$ cat config.mk
export PLATFORM = sky130hd
export DESIGN_NAME = frc_crc_unit
export DESIGN_NICKNAME = d
export VERILOG_FILES = /design/src/design/frc_pkg.sv /design/src/design/frc_crc_unit.sv
export SDC_FILE = /design/constraint.sdc
export NUM_CORES = 1
export LEC_CHECK = 0
export BUFFER_PORTS_ARGS = -buffer_cell sky130_fd_sc_hd__buf_2
export CORE_ASPECT_RATIO = 0.6
export CORE_UTILIZATION = 25
export CTS_CLUSTER_SIZE = 40
export DETAILED_ROUTE_END_ITERATION = 8
export PLACE_DENSITY = 0.38
export SLEW_MARGIN = 40
export SYNTH_ARGS = -nofsm -noshare
export SYNTH_HDL_FRONTEND = slang
export SYNTH_SLANG_ARGS = --single-unit
$ cat constraint.sdc
create_clock -name i_clk -period 4.25 [get_ports i_clk]
set_input_delay 0.85 -clock i_clk [delete_from_list [all_inputs] [get_ports i_clk]]
set_output_delay 0.85 -clock i_clk [all_outputs]
set_load 0.05 [all_outputs]
$ cat src/design/frc_pkg.sv
// Shared types, command codes and CRC-32 constants for the frame CRC recorder.
// Depends on nothing; every other file in the design imports it.
package frc_pkg;

    // Reflected CRC-32 (IEEE 802.3) polynomial and start value.
    localparam logic [31:0] CRC_POLY = 32'hEDB8_8320;
    localparam logic [31:0] CRC_INIT = 32'hFFFF_FFFF;

    // Command codes carried in the input tuser field.
    typedef enum logic [2:0] {
        CMD_PIXEL     = 3'd0,
        CMD_FRAME_END = 3'd1,
        CMD_READ      = 3'd2,
        CMD_CLEAR     = 3'd3,
        CMD_RESTART   = 3'd4
    } t_cmd;

    // One stored frame record, 192 bits.
    typedef struct packed {
        logic [31:0] crc;
        logic [15:0] height;
        logic [15:0] width;
        logic [63:0] src_frame_no;
        logic [63:0] out_frame_no;
    } t_record;

    // Control from the pipeline to the CRC accumulator.
    typedef struct packed {
        logic fold;
        logic restart;
    } t_crc_ctrl;

    typedef logic [31:0][31:0] t_crc_cols;

    // Folding 32 bits through the CRC is linear, so each input bit maps to a
    // fixed output column. This is evaluated once, at elaboration.
    function automatic t_crc_cols crc_columns();
        t_crc_cols   cols;
        logic [31:0] v;
        for (int j = 0; j < 32; j++) begin
            v = 32'h1 << j;
            for (int k = 0; k < 32; k++) begin
                v = (v >> 1) ^ (v[0] ? CRC_POLY : 32'h0);
            end
            cols[j] = v;
        end
        return cols;
    endfunction

    localparam t_crc_cols CRC_COLS = crc_columns();

endpackage

$ cat src/design/frc_crc_unit.sv
// Running CRC-32 accumulator with a combinational 32-bit fold per word.
// Depends on frc_pkg for the column table and control struct.
module frc_crc_unit (
    input  logic               i_clk,
    input  logic               i_rst_n,
    input  frc_pkg::t_crc_ctrl i_ctrl,
    input  logic [31:0]        i_word,
    output logic [31:0]        o_crc
);
    import frc_pkg::*;

    logic [31:0] r_acc;
    logic [31:0] n_acc;
    logic [31:0] w_x;
    logic [31:0] w_fold;

    // XOR of the columns selected by the bits of accumulator ^ word.
    always_comb begin
        w_x    = r_acc ^ i_word;
        w_fold = 32'h0;
        for (int j = 0; j < 32; j++) begin
            if (w_x[j]) begin
                w_fold = w_fold ^ CRC_COLS[j];
            end
        end
    end

    // Restart has priority; the pipeline never asks for both at once.
    always_comb begin
        n_acc = r_acc;
        if (i_ctrl.restart) begin
            n_acc = CRC_INIT;
        end else if (i_ctrl.fold) begin
            n_acc = w_fold;
        end
    end

    always_ff @(posedge i_clk) begin
        if (!i_rst_n) begin
            r_acc <= CRC_INIT;
        end else begin
            r_acc <= n_acc;
        end
    end

    assign o_crc = r_acc;

endmodule

Yosys cells after proc, flatten, opt, wreduce, memory -nomap -nowiden

Cells that the tools add are included.

Muxes and demuxes: 32
Bitwise operators: 33
Reductions and logical operators: 1

Operators with widths:

| operator        | count |
|---|---|
| $mux 32         | 13 |
| $mux 31         | 6 |
| $mux 30         | 4 |
| $not 13->13     | 9 |
| $mux 29         | 3 |
| $not 14->14     | 6 |
| $not 15->15     | 4 |
| $mux 28         | 2 |
| $mux 27         | 2 |
| $not 12->12     | 4 |
| $not 16->16     | 3 |
| $xor 32x32->32  | 1 |
| $mux 26         | 1 |
| $mux 25         | 1 |
| $not 11->11     | 2 |
| $not 20->20     | 1 |
| $not 18->18     | 1 |
| $not 17->17     | 1 |
| $reduce_or 2->1 | 1 |
| $not 1->1       | 1 |

Bits in registers: 32
Output and inout port bits: 32

Logic depth before layout (Yosys ltp)

Depth after elaboration: 64
Gate-level depth with buffers: 6
Mapped depth without buffers: 6

Least setup slack after synthesis

OpenSTA, ideal clock, no wires.

Path kind: input -> register
Start point: input i_word[0]
End point: register r_acc[6] (netlist: o_crc[6])
Arrival time: 2390 ps
Required time: 4121 ps
Setup slack: 1731 ps
Stages on the path: 6
Cell sequence: xnor2_2 -> xnor3_1 -> xnor3_1 -> xor2_1 -> xnor2_1 -> a21oi_1

Word-level cells in the longest chain between the ends: 45

Ends and longest elaborated chain:

| what                     | RTL line           | RTL |
|---|---|---|
| start, declared          | frc_crc_unit.sv:7  | `input logic [31:0] i_word,` |
| $xor 32x32->32 (*)       | frc_crc_unit.sv:19 | `w_x = r_acc ^ i_word;` |
| $mux 32 (*) (2 in a row) | frc_crc_unit.sv:22 | `if (w_x[j]) begin` |
| $not 18->18 (no line)    | -                  |  |
| $mux 32 (*)              | frc_crc_unit.sv:22 |  |
| $not 17->17 (no line)    | -                  |  |
| $mux 32 (*)              | frc_crc_unit.sv:22 |  |
| $mux 31 (*)              | frc_crc_unit.sv:22 |  |
| $mux 32 (*) (3 in a row) | frc_crc_unit.sv:22 |  |
| [... 26 more ...]        | -                  |  |
| $mux 27 (*)              | frc_crc_unit.sv:22 |  |
| $mux 28 (*)              | frc_crc_unit.sv:22 |  |
| $not 14->14 (no line)    | -                  |  |
| $mux 29 (*)              | frc_crc_unit.sv:22 |  |
| $not 14->14 (no line)    | -                  |  |
| $mux 30 (*)              | frc_crc_unit.sv:22 |  |
| $mux 31 (*)              | frc_crc_unit.sv:22 |  |
| $mux 32 (*)              | frc_crc_unit.sv:22 |  |
| end signal, assigned     | frc_crc_unit.sv:42 | `r_acc <= n_acc;` |
| end, declared            | frc_crc_unit.sv:12 | `logic [31:0] r_acc;` |

Mark *: on every way between the ends. The rest lies on a longest branch, timed or not.
A chain may end at the register's enable or synchronous reset.

Worst setup path in the final report

Start point: input i_word[16]
End point: register r_acc[6] (netlist: o_crc[6])

Word-level cells in the longest chain between the ends: 21

Ends and longest elaborated chain:

| what                     | RTL line |
|---|---|
| $xor 32x32->32 (*)       | frc_crc_unit.sv:19 |
| $mux 29 (*)              | frc_crc_unit.sv:22 |
| $mux 30 (*)              | frc_crc_unit.sv:22 |
| $mux 31 (*)              | frc_crc_unit.sv:22 |
| $mux 32 (*)              | frc_crc_unit.sv:22 |
| $not 11->11 (no line)    | - |
| $mux 31 (*)              | frc_crc_unit.sv:22 |
| $mux 32 (*) (2 in a row) | frc_crc_unit.sv:22 |
| [... 4 more ...]         | - |
| $mux 27 (*)              | frc_crc_unit.sv:22 |
| $mux 28 (*)              | frc_crc_unit.sv:22 |
| $not 14->14 (no line)    | - |
| $mux 29 (*)              | frc_crc_unit.sv:22 |
| $not 14->14 (no line)    | - |
| $mux 30 (*)              | frc_crc_unit.sv:22 |
| $mux 31 (*)              | frc_crc_unit.sv:22 |
| $mux 32 (*)              | frc_crc_unit.sv:22 |

Marks and branches as above.

==> results.txt <==
CP max stage cell - xnor2_1
Synth area leaders - xnor2_1 34%, dfxtp_1 17%, xnor3_1 13%, xnor2_2 13%, xor2_1 7.0%
Worst Path Required - 4430 ps
number of global-route vias before repair - 2702
post-route minimum period - 2988 ps
ant diodes - 0
CP arrival - 3160 ps
post-cts sizing count - 0
DR vias - 2699
Hold Path Sink - o_crc[3]$_SDFFE_PP1P_
Final HPWL DP - 10550 microns
Skew-Pair Late Insertion Delay - 290 ps
Setup Skew - 4.152 ps
CTS buffer count - 5
Setup TNS - 0 ps
commonest non-fill, non-tap cell in the layout - xnor2_1
iteration count of the initial detailed-routing pass - 5
HP Start - o_crc[3]$_SDFFE_PP1P_
Ys Warns - 0
# IOs - 68
final WL - 12840 microns
#FFs+latches synth - 32
HP Class - flip-flop to flip-flop
cells on worst reg2reg path - 6
Port Buffers - 67
first-pass GRT wire length - 18760 microns
CTS tree - yes
post-placement setup slack - 1012 ps
clk slew on worst S/H paths - 60 ps
Global Route Usage Sum - 16.78%
Final Slew Violations - 0
GPL Wtd Cong - 0.8859
worst r2r dst - o_crc[6]$_SDFFE_PP1P_
crit path max fanout - 4
max FFs per register - 32
sequential cell area fraction in the yosys report - 16.55%
die height - 98.38 microns
WS Path Type - input pin to flip-flop
root buf cell - clkbuf_16
clock sinks - 32
Largest stage delay, worst path - 660 ps
largest net degree at the start of global routing - 27
Setup crit start kind - input pin
nature of the critical path endpoint - flip-flop
Syn Inst Count - 355
Layout area overhead - 20.11%
slew at the pin closest to its max-slew limit - 875.3 ps
DRC - 0
Routed WL per cell - 20.55 microns
initial antenna violation count - 0
final setup fails - 0
Initial Utilization - 26.14%
fill count - 1547
most frequent cells in the layout - 149 x xnor2_1, 67 x buf_2, 32 x dfxtp_1, 31 x xnor2_2, 31 x xor2_1
layout cell share with drive strength beyond 1 - 28.57%
outcome - finished, final reports clean
grt total ovfl - 0
Post-Syn Nets - 391
most frequent cell on the critical path - xnor2_1
area of the multi-input gates - 0.003201 sq mm
# Post-CTS Setup Buffers - 0
critical-path cell list - buf_2 > xnor2_1 > xnor2_1 > xnor3_1 > xor2_1 > xnor2_1 > a21oi_1
Rel. slew slack - 41.23%
Hold Crit Depth - 2
Syn Area/Cell - 10.90 sq um
Post-DRT Antenna Nets - 0
reg2reg setup slack - 1560 ps
# rows - 34
# hold bufs at CTS - 0
initial drt markers - 178
Final period util - 70.31%
Via density - 4.318
register area - 640.6 sq um
CTS Buffer Depth - 2
cell taking the most area after synthesis - xnor2_1
top-area cell type share of the netlist area - 33.72%
Die Area - 0.01600 sq mm
maxcap violations - 0
final net count - 462
RSZ-0062 raised after global routing - no
Fmax - 0.3347 GHz
Std-Cell Core Area - 0.01480 sq mm
cell area after synthesis - 0.003870 sq mm
Synth cell types - 22
CTS HTree Levels - 2
RR Startpoint - o_crc[16]$_SDFFE_PP1P_
Final WS setup - 1262 ps
Die Wd - 162.6 microns
final hold violations - 0
==> synth_stat cells <==
master and n:
xnor2_1 149, nor2_1 6, xnor2_4 5, xnor2_2 31
clkbuf_1 8, o21ai_1 2, and2_1 1, nand2b_1 1
nand2_1 12, o311ai_1 1, nor3_1 16, o211ai_1 11
xor2_1 31, nor2b_1 3, xor2_2 2, xnor3_2 1
xor3_2 1, xnor3_1 23, dfxtp_1 32, clkinv_1 1
a21oi_1 16, a211o_1 2
==> worst max path at each step <==
stage	start	to	slack, ps	depth (start not counted)
after detailed placement	i_word[16]	o_crc[24]$_SDFFE_PP1P_	1010	7
after global placement	i_word[16]	o_crc[6]$_SDFFE_PP1P_	940	7
final	i_word[16]	o_crc[6]$_SDFFE_PP1P_	1260	7
after floorplan	i_word[0]	o_crc[6]$_SDFFE_PP1P_	1730	6
after global routing	i_word[16]	o_crc[6]$_SDFFE_PP1P_	1220	7
after CTS	i_word[16]	o_crc[24]$_SDFFE_PP1P_	1320	7
==> metal layers <==
metal,track usage (%),up-vias,wire length (microns)
met5,0,-,0
met4,2.660,0,75
met3,4.630,8,951
met2,21.73,96,4682
met1,26.85,1289,7135
li1,-,1306,-
==> stage by stage <==
step	utilization (%)	area, sq um	instances	hold slack (ps)
finish	31.40	4648	625	542.7
global route	31.40	4648	625	566.7
CTS	31.40	4648	625	547.9
detailed placement	30.16	4466	617	538.6
global placement	30.13	4461	617	536.1
floorplan	-	3870	355	753.0
==> cells by family (layout without fill, tap and decap cells) <==
logic type                Yosys count  count (layout)  share of synthesized area, %
xor gates and xnor gates          243             243                         72.81
and+or+nand+nor                    39              39                         4.624
AOI/OAI and AO/OA                  32              32                         5.141
DFF                                32              32                         16.55
buffers and inverters               9              81                        0.8729
==> worst max-delay path, delay by kind of cell <==
family / cells / cell delay, ps
compound gates: 1 / 80
xor+xnor: 5 / 2130
buf+inv: 1 / 100
==> cell type report <==
cell class	instances	share of cell area, %
well taps	198	5.330
repair buffers	72	8.022
flip-flops and latches	32	13.78
clock buffers	7	3.284
multi-input cells	314	68.86
clock inverters	1	0.6460
inverters	1	0.08075
Power is left out: the tool's default activity adds up to more than one toggle a clock period on the data nets, which glitch-free logic cannot reach.
